**src/rtl/core/gdds_pkg.sv**
```systemverilog
package gdds_pkg;

	localparam int unsigned DAY_W   = 5;
	localparam int unsigned MONTH_W = 4;
	localparam int unsigned YEAR_W  = 14;

	// packed date fields and the byte-filled result payload
	localparam int unsigned DATE_W   = DAY_W + MONTH_W + YEAR_W;
	localparam int unsigned M_DATA_W = ((DATE_W + 7) / 8) * 8;

	localparam logic [DAY_W-1:0]   DAY_FIRST    = DAY_W'(1);
	localparam logic [MONTH_W-1:0] MONTH_FIRST  = MONTH_W'(1);
	localparam logic [MONTH_W-1:0] MONTH_LAST   = MONTH_W'(12);
	localparam logic [YEAR_W-1:0]  YEAR_MIN     = YEAR_W'(1);
	localparam logic [YEAR_W-1:0]  YEAR_MAX     = YEAR_W'(9999);
	localparam logic [YEAR_W-1:0]  YEAR_DEFAULT = YEAR_W'(2023);

	// ceil(2^17 / 25); low 17 bits of year * this are tiny only for multiples of 25
	localparam int unsigned RECIP25_W = 13;
	localparam logic [RECIP25_W-1:0] RECIP25 = RECIP25_W'(5243);
	localparam int unsigned PROD25_W = YEAR_W + RECIP25_W;

	typedef enum logic {
		OP_LOAD  = 1'b0,
		OP_SHIFT = 1'b1
	} op_t;

	typedef struct packed {
		logic load;     // take the load fields, validate
		logic start;    // take the day count, clear flags
		logic step;     // one day forward or back
		logic capture;  // copy date and flags into the output register
	} cmd_t;

	typedef struct packed {
		logic rem_zero;
	} status_t;

	// leap: divisible by 4 and not by 100, or by 400
	function automatic logic is_leap(input logic [YEAR_W-1:0] year);
		logic [PROD25_W-1:0] prod;
		logic                div25;
		prod  = PROD25_W'(year) * PROD25_W'(RECIP25);
		div25 = (prod[16:12] == 5'd0);
		return (year[1:0] == 2'd0) && (!div25 || (year[3:0] == 4'd0));
	endfunction

	function automatic logic [DAY_W-1:0] month_len(input logic [MONTH_W-1:0] month,
		input logic leap);
		logic [DAY_W-1:0] len;
		case (month)
			4'd2: begin
				len = leap ? DAY_W'(29) : DAY_W'(28);
			end
			4'd4, 4'd6, 4'd9, 4'd11: begin
				len = DAY_W'(30);
			end
			default: begin
				len = DAY_W'(31);
			end
		endcase
		return len;
	endfunction

endpackage

```
**src/rtl/core/gregorian_date_day_stepper.sv**
```systemverilog
// Channel  | Dir | Handshake          | Payload
// ---------+-----+--------------------+------------------------------------------------
// s_axis   | in  | s_tvalid/s_tready  | tuser: opcode; tdata: day, month, year, count
// m_axis   | out | m_tvalid/m_tready  | tuser: load_rejected, range_clamped;
//          |     |                    | tdata: day, month, year
//
// A load request passes accept and output write; a shift of N days passes accept, the
// stepping loop (one day per cycle), terminal-count check and output write.
// A shift that hits a year bound ends at that step.
// Reset leaves the date at 1/1/2023 with no result pending.
// One request is worked on at a time; a new one is taken while the previous result
// still waits in the output register. A stalled output holds the block before it
// writes the next result.
module gregorian_date_day_stepper #(
	parameter int unsigned COUNT_WIDTH = 16
) (
	input  logic                  clk,
	input  logic                  arst_n,
	input  logic                  s_tvalid,
	output logic                  s_tready,
	// low to high: load_day[5], load_month[4], load_year[14], day_count[COUNT_WIDTH], pad
	input  logic [((gdds_pkg::DATE_W + COUNT_WIDTH + 7) / 8) * 8 - 1:0] s_tdata,
	// opcode (0 load, 1 shift)
	input  logic                  s_tuser,
	output logic                  m_tvalid,
	input  logic                  m_tready,
	// low to high: day_out[5], month_out[4], year_out[14], pad[1]
	output logic [gdds_pkg::M_DATA_W-1:0] m_tdata,
	// low to high: load_rejected, range_clamped
	output logic [1:0]            m_tuser
);

	localparam int unsigned MON_LO  = gdds_pkg::DAY_W;
	localparam int unsigned YEAR_LO = MON_LO + gdds_pkg::MONTH_W;

	gdds_pkg::cmd_t    cmd;
	gdds_pkg::status_t status;

	logic [gdds_pkg::DAY_W-1:0]   day_out;
	logic [gdds_pkg::MONTH_W-1:0] month_out;
	logic [gdds_pkg::YEAR_W-1:0]  year_out;
	logic                         load_rejected;
	logic                         range_clamped;

	gdds_ctrl u_ctrl (
		.clk       (clk),
		.arst_n    (arst_n),
		.req_valid (s_tvalid),
		.req_op    (s_tuser),
		.req_ready (s_tready),
		.rsp_valid (m_tvalid),
		.rsp_ready (m_tready),
		.status    (status),
		.cmd       (cmd)
	);

	gdds_dp #(
		.COUNT_WIDTH (COUNT_WIDTH)
	) u_dp (
		.clk           (clk),
		.arst_n        (arst_n),
		.cmd           (cmd),
		.status        (status),
		.load_day      (s_tdata[MON_LO-1:0]),
		.load_month    (s_tdata[YEAR_LO-1:MON_LO]),
		.load_year     (s_tdata[gdds_pkg::DATE_W-1:YEAR_LO]),
		.day_count     (s_tdata[gdds_pkg::DATE_W+COUNT_WIDTH-1:gdds_pkg::DATE_W]),
		.day_out       (day_out),
		.month_out     (month_out),
		.year_out      (year_out),
		.load_rejected (load_rejected),
		.range_clamped (range_clamped)
	);

	// zero fill above the date fields
	assign m_tdata = gdds_pkg::M_DATA_W'({year_out, month_out, day_out});
	assign m_tuser = {range_clamped, load_rejected};

endmodule

```
**src/rtl/core/gdds_ctrl.sv**
```systemverilog
module gdds_ctrl (
	input  logic              clk,
	input  logic              arst_n,
	input  logic              req_valid,
	input  logic              req_op,
	output logic              req_ready,
	output logic              rsp_valid,
	input  logic              rsp_ready,
	input  gdds_pkg::status_t status,
	output gdds_pkg::cmd_t    cmd
);

	typedef enum logic [2:0] {
		ST_IDLE = 3'b001,
		ST_STEP = 3'b010,
		ST_OUT  = 3'b100
	} state_t;

	state_t state_q;
	state_t state_nx;
	logic   rsp_valid_q;
	logic   out_free;
	logic   accept;

	assign out_free  = !rsp_valid_q || rsp_ready;
	assign req_ready = (state_q == ST_IDLE);
	assign accept    = req_valid && req_ready;
	assign rsp_valid = rsp_valid_q;

	always_comb begin
		state_nx    = state_q;
		cmd         = '0;
		case (state_q)
			ST_IDLE: begin
				if (accept) begin
					if (req_op == gdds_pkg::OP_LOAD) begin
						cmd.load = 1'b1;
						state_nx = ST_OUT;
					end else begin
						cmd.start = 1'b1;
						state_nx  = ST_STEP;
					end
				end
			end
			ST_STEP: begin
				if (status.rem_zero) begin
					state_nx = ST_OUT;
				end else begin
					cmd.step = 1'b1;
				end
			end
			ST_OUT: begin
				if (out_free) begin
					cmd.capture = 1'b1;
					state_nx    = ST_IDLE;
				end
			end
			default: begin
				state_nx = ST_IDLE;
			end
		endcase
	end

	always_ff @(posedge clk or negedge arst_n) begin
		if (!arst_n) begin
			state_q     <= ST_IDLE;
			rsp_valid_q <= 1'b0;
		end else begin
			state_q <= state_nx;
			if (cmd.capture) begin
				rsp_valid_q <= 1'b1;
			end else if (rsp_ready) begin
				rsp_valid_q <= 1'b0;
			end
		end
	end

endmodule

```
**src/rtl/core/gdds_dp.sv**
```systemverilog
module gdds_dp #(
	parameter int unsigned COUNT_WIDTH = 16
) (
	input  logic                                clk,
	input  logic                                arst_n,
	input  gdds_pkg::cmd_t                      cmd,
	output gdds_pkg::status_t                   status,
	input  logic [gdds_pkg::DAY_W-1:0]          load_day,
	input  logic [gdds_pkg::MONTH_W-1:0]        load_month,
	input  logic [gdds_pkg::YEAR_W-1:0]         load_year,
	input  logic signed [COUNT_WIDTH-1:0]       day_count,
	output logic [gdds_pkg::DAY_W-1:0]          day_out,
	output logic [gdds_pkg::MONTH_W-1:0]        month_out,
	output logic [gdds_pkg::YEAR_W-1:0]         year_out,
	output logic                                load_rejected,
	output logic                                range_clamped
);

	logic [gdds_pkg::DAY_W-1:0]   day_q;
	logic [gdds_pkg::MONTH_W-1:0] month_q;
	logic [gdds_pkg::YEAR_W-1:0]  year_q;
	logic [COUNT_WIDTH-1:0]       rem_q;
	logic                         neg_q;
	logic                         rejected_q;
	logic                         clamped_q;

	logic [gdds_pkg::DAY_W-1:0]   day_out_q;
	logic [gdds_pkg::MONTH_W-1:0] month_out_q;
	logic [gdds_pkg::YEAR_W-1:0]  year_out_q;
	logic                         rejected_out_q;
	logic                         clamped_out_q;

	logic                         cur_leap;
	logic [gdds_pkg::DAY_W-1:0]   cur_len;
	logic [gdds_pkg::MONTH_W-1:0] prev_month;
	logic [gdds_pkg::DAY_W-1:0]   prev_len;
	logic                         ld_leap;
	logic                         ld_valid;
	logic [COUNT_WIDTH-1:0]       magnitude;
	logic                         step_blocked;

	assign cur_leap   = gdds_pkg::is_leap(year_q);
	assign cur_len    = gdds_pkg::month_len(month_q, cur_leap);
	// only reached for months above January, so the year is unchanged
	assign prev_month = month_q - gdds_pkg::MONTH_FIRST;
	assign prev_len   = gdds_pkg::month_len(prev_month, cur_leap);

	assign ld_leap  = gdds_pkg::is_leap(load_year);
	assign ld_valid = (load_day >= gdds_pkg::DAY_FIRST)
		&& (load_month >= gdds_pkg::MONTH_FIRST) && (load_month <= gdds_pkg::MONTH_LAST)
		&& (load_year >= gdds_pkg::YEAR_MIN) && (load_year <= gdds_pkg::YEAR_MAX)
		&& (load_day <= gdds_pkg::month_len(load_month, ld_leap));

	// most negative count negates to itself: its magnitude is the sign bit alone
	assign magnitude = day_count[COUNT_WIDTH-1] ? (~day_count + COUNT_WIDTH'(1))
		: day_count;

	// next step would leave 1/1/1 .. 31/12/9999
	assign step_blocked = neg_q
		? ((day_q <= gdds_pkg::DAY_FIRST) && (month_q <= gdds_pkg::MONTH_FIRST)
			&& (year_q <= gdds_pkg::YEAR_MIN))
		: ((day_q >= cur_len) && (month_q >= gdds_pkg::MONTH_LAST)
			&& (year_q >= gdds_pkg::YEAR_MAX));

	assign status.rem_zero = (rem_q == '0);

	always_ff @(posedge clk or negedge arst_n) begin
		if (!arst_n) begin
			day_q      <= gdds_pkg::DAY_FIRST;
			month_q    <= gdds_pkg::MONTH_FIRST;
			year_q     <= gdds_pkg::YEAR_DEFAULT;
			rem_q      <= '0;
			neg_q      <= 1'b0;
			rejected_q <= 1'b0;
			clamped_q  <= 1'b0;
		end else begin
			if (cmd.load) begin
				if (ld_valid) begin
					day_q   <= load_day;
					month_q <= load_month;
					year_q  <= load_year;
				end else begin
					day_q   <= gdds_pkg::DAY_FIRST;
					month_q <= gdds_pkg::MONTH_FIRST;
					year_q  <= gdds_pkg::YEAR_DEFAULT;
				end
				rejected_q <= !ld_valid;
				clamped_q  <= 1'b0;
				rem_q      <= '0;
			end else if (cmd.start) begin
				rem_q      <= magnitude;
				neg_q      <= day_count[COUNT_WIDTH-1];
				rejected_q <= 1'b0;
				clamped_q  <= 1'b0;
			end else if (cmd.step) begin
				// a blocked step drops the rest of the count
				rem_q <= step_blocked ? '0 : rem_q - COUNT_WIDTH'(1);
				if (neg_q) begin
					if (day_q <= gdds_pkg::DAY_FIRST) begin
						if (month_q <= gdds_pkg::MONTH_FIRST) begin
							if (year_q <= gdds_pkg::YEAR_MIN) begin
								clamped_q <= 1'b1;
							end else begin
								year_q  <= year_q - gdds_pkg::YEAR_W'(1);
								month_q <= gdds_pkg::MONTH_LAST;
								day_q   <= gdds_pkg::DAY_W'(31);
							end
						end else begin
							month_q <= prev_month;
							day_q   <= prev_len;
						end
					end else begin
						day_q <= day_q - gdds_pkg::DAY_W'(1);
					end
				end else begin
					if (day_q >= cur_len) begin
						if (month_q >= gdds_pkg::MONTH_LAST) begin
							if (year_q >= gdds_pkg::YEAR_MAX) begin
								clamped_q <= 1'b1;
							end else begin
								year_q  <= year_q + gdds_pkg::YEAR_W'(1);
								month_q <= gdds_pkg::MONTH_FIRST;
								day_q   <= gdds_pkg::DAY_FIRST;
							end
						end else begin
							month_q <= month_q + gdds_pkg::MONTH_W'(1);
							day_q   <= gdds_pkg::DAY_FIRST;
						end
					end else begin
						day_q <= day_q + gdds_pkg::DAY_W'(1);
					end
				end
			end
		end
	end

	always_ff @(posedge clk) begin
		if (cmd.capture) begin
			day_out_q      <= day_q;
			month_out_q    <= month_q;
			year_out_q     <= year_q;
			rejected_out_q <= rejected_q;
			clamped_out_q  <= clamped_q;
		end
	end

	assign day_out       = day_out_q;
	assign month_out     = month_out_q;
	assign year_out      = year_out_q;
	assign load_rejected = rejected_out_q;
	assign range_clamped = clamped_out_q;

endmodule
```
**config.mk**
```make
export PLATFORM = sky130hd
export DESIGN_NAME = gregorian_date_day_stepper
export DESIGN_NICKNAME = d
export VERILOG_FILES = /design/src/rtl/core/gdds_pkg.sv /design/src/rtl/core/gregorian_date_day_stepper.sv /design/src/rtl/core/gdds_ctrl.sv /design/src/rtl/core/gdds_dp.sv
export SDC_FILE = /design/constraint.sdc
export NUM_CORES = 1
export LEC_CHECK = 0
export BUFFER_PORTS_ARGS = -buffer_cell sky130_fd_sc_hd__buf_4
export CORE_AREA = 4 4 155 157
export CTS_BUF_LIST = sky130_fd_sc_hd__clkbuf_4
export CTS_CLUSTER_DIAMETER = 200
export DETAILED_ROUTE_END_ITERATION = 10
export DIE_AREA = 0 0 159 161
export GPL_TIMING_DRIVEN = 0
export SLEW_MARGIN = 40
export SYNTH_ARGS = -nofsm -noshare
export SYNTH_HDL_FRONTEND = slang
export SYNTH_SLANG_ARGS = --single-unit
```
**constraint.sdc**
```tcl
create_clock -name clk -period 17.7 [get_ports clk]
set_input_delay 2.655 -clock clk [delete_from_list [all_inputs] [get_ports clk]]
set_output_delay 2.655 -clock clk [all_outputs]
set_load 0.02 [all_outputs]
```
**Yosys cells after proc, flatten, opt, wreduce, memory -nomap -nowiden**

Cells that the tools add are included.
Widths: inputs -> output; s select.

- $add $sub $neg: 8
- Multipliers: 2
- Divide/modulo/power cells: 0
- $lt $le $gt $ge: 12
- Equal/unequal tests: 33
- Shifts and indexed selects: 0
- Multiplexer cells: 71
- Bitwise logic cells: 2
- Reduce and logical (&&, ||, !) cells: 44

Operators with widths:

| cell | number |
|---|---|
| $mux 14 | 11 |
| $mux 16 | 5 |
| $mux 5 | 11 |
| $mux 4 | 11 |
| $mul 14x13->17 const B | 2 |
| $pmux 5 s2 | 3 |
| $eq 4x3->1 const B | 6 |
| $eq 4x4->1 const B | 6 |
| $mux 1 | 23 |
| $add 16x2->16 const B | 1 |
| $logic_not 16->1 | 1 |
| $ne 4x4->1 const B | 4 |
| $not 16->16 | 1 |
| $sub 16x1->16 const B | 1 |
| $add 14x1->14 const B | 1 |
| $ge 14x1->1 const B | 1 |
| $ge 14x14->1 const B | 1 |
| $le 14x1->1 const B | 1 |
| $le 14x14->1 const B | 1 |
| $sub 14x1->14 const B | 1 |
| $eq 4x2->1 const B | 3 |
| $logic_and 1x1->1 | 12 |
| $mux 3 | 4 |
| $reduce_bool 4->1 | 3 |
| other kinds (39) | 58 |

- Flip-flop bits (word level): 71
- Bits in latches: 0
- Memory bits (writable): 0
- Memory bits (read-only): 0
- Input bits: 45
- Output and inout port bits: 28
- Memories: 0

**Depth between registers and ports, before layout**

- Word-level depth: 15
- Depth in mapped cells: 28
- Mapped depth without buffers: 26

**Cells and area by module**

From an unflattened synthesis, not the netlist that was laid out.

- Cells, all modules: 1082
- Area total of the unflattened synthesis: 10055.9 um^2

Modules (own cells, without submodules):

| module | times used | cells an instance | area an instance (um^2) |
|---|---|---|---|
| gdds_dp | 1 | 1054 | 9809.4 |
| gdds_ctrl | 1 | 24 | 220.2 |
| gregorian_date_day_stepper | 1 | 4 | 26.3 |

**Worst setup path after synthesis**

No wires, ideal clock.

- Path kind: input port to flip-flop
- From: in s_tdata[16] (netlist bit)
- To: reg u_dp.year_q[9] (netlist bit)
- Library setup time: 85 ps
- Arrival time: 7603 ps
- Required time: 17615 ps
- Path slack: 10012 ps
- Cell stages on the path: 26
- Path through: inv_1 > fa_1 > inv_1 > ha_1 > inv_1 > fa_1 > fa_1 > fa_1 > inv_1 > ha_1 > a21o_1 > nand2_1 > nand2_1 > a21o_1 > o21ai_0 > nor4b_1 > a21oi_1 > ha_1 > nand2_1 > nand4_1 > o22ai_1 > nor3_1 > o211ai_1 > clkbuf_1 > o32ai_1 > a21oi_1

- Longest elaborated chain between the ends: 11
- Elaborated cells on any way between the ends: 15
- Classes of those cells: 1 x mul; 3 x order compare; 4 x mux; 7 x reduce/logical

RTL lines:

| what | line | RTL |
|---|---|---|
| from (decl) | gregorian_date_day_stepper.sv:22 | `input logic [((gdds_pkg::DATE_W + COUNT_WIDTH + 7) / 8) * 8 - 1:0] s_tdata,` |
| $mul 14x13->17 | gdds_pkg.sv:43 | `prod = PROD25_W'(year) * PROD25_W'(RECIP25);` |
| $logic_not 5->1 | gdds_pkg.sv:44 | `div25 = (prod[16:12] == 5'd0);` |
| $logic_not 1->1 | gdds_pkg.sv:45 | `return (year[1:0] == 2'd0) && (!div25 \|\| (year[3:0] == 4'd0));` |
| $logic_or 1x1->1 | gdds_pkg.sv:45 |  |
| $logic_and 1x1->1 | gdds_pkg.sv:45 |  |
| $mux 1 | gdds_pkg.sv:53 | `len = leap ? DAY_W'(29) : DAY_W'(28);` |
| $pmux 5 s2 | gdds_pkg.sv:51 | `case (month)` |
| $le 5x5->1 | gdds_dp.sv:52 | `&& (load_day <= gdds_pkg::month_len(load_month, ld_leap));` |
| $logic_and 1x1->1 (*) | gdds_dp.sv:52 |  |
| $mux 14 (*) | gdds_dp.sv:78 | `if (ld_valid) begin` |
| $mux 14 (*) | gdds_dp.sv:77 | `if (cmd.load) begin` |
| to (signal assigned) | gdds_dp.sv:71 | `year_q <= gdds_pkg::YEAR_DEFAULT;` |
| to (signal assigned) | gdds_dp.sv:81 | `year_q <= load_year;` |
| to (signal assigned) | gdds_dp.sv:85 | `year_q <= gdds_pkg::YEAR_DEFAULT;` |
| to (decl) | gdds_dp.sv:21 | `logic [gdds_pkg::YEAR_W-1:0] year_q;` |

Every way passes the cells marked *; elsewhere a longest branch is shown, timed or not.
A chain may end at the register's enable or synchronous reset.

**Final worst setup path**

- From: in s_tdata[15] (netlist bit)
- To: reg u_dp.month_q[3] (netlist bit)

- Longest elaborated chain between the ends: 11
- Elaborated cells on any way between the ends: 15
- Classes of those cells: 1 x mul; 3 x order compare; 4 x mux; 7 x reduce/logical

RTL lines:

| what | line | RTL |
|---|---|---|
| $mul 14x13->17 | gdds_pkg.sv:43 |  |
| $logic_not 5->1 | gdds_pkg.sv:44 |  |
| $logic_not 1->1 | gdds_pkg.sv:45 |  |
| $logic_or 1x1->1 | gdds_pkg.sv:45 |  |
| $logic_and 1x1->1 | gdds_pkg.sv:45 |  |
| $mux 1 | gdds_pkg.sv:53 |  |
| $pmux 5 s2 | gdds_pkg.sv:51 |  |
| $le 5x5->1 | gdds_dp.sv:52 |  |
| $logic_and 1x1->1 (*) | gdds_dp.sv:52 |  |
| $mux 4 (*) | gdds_dp.sv:78 |  |
| $mux 4 (*) | gdds_dp.sv:77 |  |
| to (signal assigned) | gdds_dp.sv:70 | `month_q <= gdds_pkg::MONTH_FIRST;` |
| to (signal assigned) | gdds_dp.sv:80 | `month_q <= load_month;` |
| to (signal assigned) | gdds_dp.sv:84 | `month_q <= gdds_pkg::MONTH_FIRST;` |
| to (decl) | gdds_dp.sv:20 | `logic [gdds_pkg::MONTH_W-1:0] month_q;` |

Marks and branches as above.

==> metrics.cfg <==
[logic_synthesis]
synth_async_sr_flop_share=0.648
netlist_area_um2=10000
ys.warnings.count=0
synth_cells=1079
synth.area.top_cells=sky130_fd_sc_hd__ha_1 (21%), sky130_fd_sc_hd__fa_1 (19%), sky130_fd_sc_hd__dfrtp_1 (8.5%)
most_frequently_used_cell_type_in_the_post_synthesis_netlist=sky130_fd_sc_hd__inv_1
synth_seq_cells=71
synth_flop_cell=sky130_fd_sc_hd__dfrtp_1
synth_seq_area_share=0.192
yosysUniqueCellTypes=85
synth-edff-count=25
post-synth-top-area-cell=sky130_fd_sc_hd__ha_1
postSynthAreaPerCell_um2=9.28
synth_top_area_share=0.210
synth_commonest_cells=sky130_fd_sc_hd__inv_1 (220), sky130_fd_sc_hd__ha_1 (168), sky130_fd_sc_hd__fa_1 (94)
synth.net_count=1386

[clock_network]
htree_levels=3
tritoncts_clock_tree=done
clock-root-buffer=sky130_fd_sc_hd__clkbuf_4
hold_buffers=0
cts.repair.resized=0
path_clk_slew_ns=0.10
cts_inserted_buffers=9
max-clock-path-buffers=2
cts_post_setup_buffers_inserted=0
insertion_delay_ns=0.47
cts.sink_count=71

[place]
gp_congestion=0.839
dpl.hpwl_um=19400
io_buffer_count=70

[detailed_routing]
drt-wirelength-per-cell_um=16.0
drc=0
totalWireLength_um=23300
detail_route.iter0.violations=371
vias_per_cell=5.31
num_vias=7699
ant_nets=0
drt_first_pass_iters=5

[setup_path]
required_ns=18.04
critical_path.startpoint_type=primary input
setup.reg_to_reg.worst_slack_ns=9.83
critPathCaptureType=flop
cp.arrival_ns=8.59
worstSetupPathType=in -> reg
critical_path.max_fanout=10

[sta]
drv_slew=0
setup_viol=0
setup_total_negative_slack_ns=0
period_minus_slack_ns=8.25
maxSlewHeadroom=0.488
finalHoldViolations=0
tightest_slew_ns=0.768
fmax_ghz=0.121
finalClockSkew_ns=0.0263
rsz0062_at_grt=false
final_min_period_over_clock_period=0.466

[run_status]
run_status=completed

[final_layout]
final_net_count=1467
utilization=0.490
drive_gt1_frac=0.117
num-fill-cells=2176
area.growth.synth_to_final_pct=10.2

[floorplanning]
design.core.area_um2=22500
floorplan.die.height_um=161
row_count=55
io_pins=73
die-width_um=159
starting_density_of_the_core=0.445
design.die.area_um2=25600

[worst_hold_path]
min-delay-path-class=reg -> reg

[global_routing]
grt_remaining_overflow=0
initial_antenna_violation_count=1
grt_pass1_wl_um=38900
grt_use_total=0.185
grt_start_max_net_pins=47
number_of_global_route_vias_before_repair=7769

[run]
max_cap_violations=0

-- through the flow --
step,hold slack [ns],worst slack [ns],cells,area [µm²]
after floorplan,0.423,10.01,1079,10000
after global placement,0.430,8.98,1434,10900
after detailed placement,0.430,8.98,1434,10900
after CTS,0.455,9.47,1450,11000
after global routing,0.483,8.93,1451,11000
final,0.454,9.45,1451,11000
-- final timing paths --
check	startpoint	cells after the start	to
min in group asynchronous	arst_n	1	u_dp.year_q[11]
hold reg to reg	u_dp.month_q[3]	0	u_dp.month_out[3]
setup / recovery	s_tdata[15]	27	u_dp.month_q[3]
max in group asynchronous	arst_n	1	u_dp.month_q[2]
hold / removal	u_dp.month_q[3]	0	u_dp.month_out[3]
setup reg to reg	u_dp.year_q[4]	25	u_dp.day_q[4]
-- flip-flops by register name, indices dropped and copies added, names as in the netlist --
| signal | count |
|---|---|
| u_dp.rem_q | 16 |
| u_dp.rejected_q | 1 |
| u_dp.range_clamped | 1 |
| u_dp.month_out | 4 |
| u_ctrl.state_q | 3 |
| u_dp.load_rejected | 1 |
| u_dp.day_q | 5 |
| u_dp.day_out | 5 |
| u_ctrl.rsp_valid | 1 |
| u_dp.clamped_q | 1 |
| u_dp.year_q | 14 |
| u_dp.year_out | 14 |
| u_dp.neg_q | 1 |
| u_dp.month_q | 4 |
-- worst max-delay path, cell delays in order --
cell and delay, ns:
sky130_fd_sc_hd__buf_4 0.15, sky130_fd_sc_hd__inv_1 0.13, sky130_fd_sc_hd__fa_1 0.49, sky130_fd_sc_hd__inv_1 0.07, sky130_fd_sc_hd__ha_1 0.14, sky130_fd_sc_hd__inv_1 0.06
sky130_fd_sc_hd__fa_1 0.54, sky130_fd_sc_hd__fa_1 0.43, sky130_fd_sc_hd__fa_1 0.54, sky130_fd_sc_hd__inv_1 0.04, sky130_fd_sc_hd__ha_1 0.33, sky130_fd_sc_hd__a21o_1 0.22
sky130_fd_sc_hd__nand2_1 0.07, sky130_fd_sc_hd__nand2_1 0.05, sky130_fd_sc_hd__a21o_1 0.19, sky130_fd_sc_hd__o21ai_0 0.12, sky130_fd_sc_hd__nor4b_1 0.32, sky130_fd_sc_hd__a21oi_1 0.16
sky130_fd_sc_hd__ha_1 0.30, sky130_fd_sc_hd__nand2_1 0.07, sky130_fd_sc_hd__nand4_1 0.09, sky130_fd_sc_hd__o22ai_1 0.20, sky130_fd_sc_hd__nor3_1 0.12, sky130_fd_sc_hd__o211ai_1 0.29
sky130_fd_sc_hd__clkbuf_1 0.49, sky130_fd_sc_hd__o211ai_1 0.20, sky130_fd_sc_hd__o21a_1 0.15
-- layout by cell type (no fill, tap or decap), types with 19 or more instances in the layout --
cell / Yosys / final
sky130_fd_sc_hd__xnor2_1: 28 / 28
sky130_fd_sc_hd__fa_1: 94 / 94
sky130_fd_sc_hd__nand3_1: 26 / 26
sky130_fd_sc_hd__nor2_1: 45 / 45
sky130_fd_sc_hd__inv_1: 220 / 220
sky130_fd_sc_hd__a21oi_1: 52 / 52
sky130_fd_sc_hd__ha_1: 168 / 168
sky130_fd_sc_hd__buf_4: 4 / 74
sky130_fd_sc_hd__nand2_1: 60 / 60
sky130_fd_sc_hd__nor3_1: 19 / 19
sky130_fd_sc_hd__o21ai_0: 54 / 54
sky130_fd_sc_hd__clkbuf_1: 20 / 20
sky130_fd_sc_hd__dfrtp_1: 34 / 34
sky130_fd_sc_hd__edfxtp_1: 25 / 25
-- per-layer routing --
layer | GRT usage | wire [µm] | vias to the layer above | share of wire
li1 | - | - | 3805 | -
met3 | 0.0217 | 744 | 23 | 0.032
met2 | 0.313 | 11000 | 148 | 0.47
met5 | 0 | 0 | - | 0
met4 | 0.0430 | 302 | 0 | 0.013
met1 | 0.257 | 11200 | 3723 | 0.48
-- cells by family after synthesis --
kind of cell | share of synthesized area
AOI/OAI and AO/OA | 0.156
xor gates and xnor gates | 0.0346
adders and majority gates | 0.398
buffers and inverters | 0.0994
DFF | 0.192
muxes | 0.00425
other | 0.000375
and+or+nand+nor | 0.116
-- final cells by class --
type | instances | area [µm²] | share of cell area
clock inverters | 6 | 61.3 | 0.00556
repair buffers | 70 | 526 | 0.0476
multi-input cells | 758 | 7100 | 0.643
diodes | 1 | 2.50 | 0.000227
flip-flops and latches | 71 | 1920 | 0.174
plain buffers | 30 | 169 | 0.0153
inverters | 220 | 826 | 0.0749
well taps | 285 | 357 | 0.0323
clock buffers | 10 | 75.1 | 0.00681
Power is left out: the tool's default activity adds up to more than one toggle a clock period on the data nets, which glitch-free logic cannot reach.
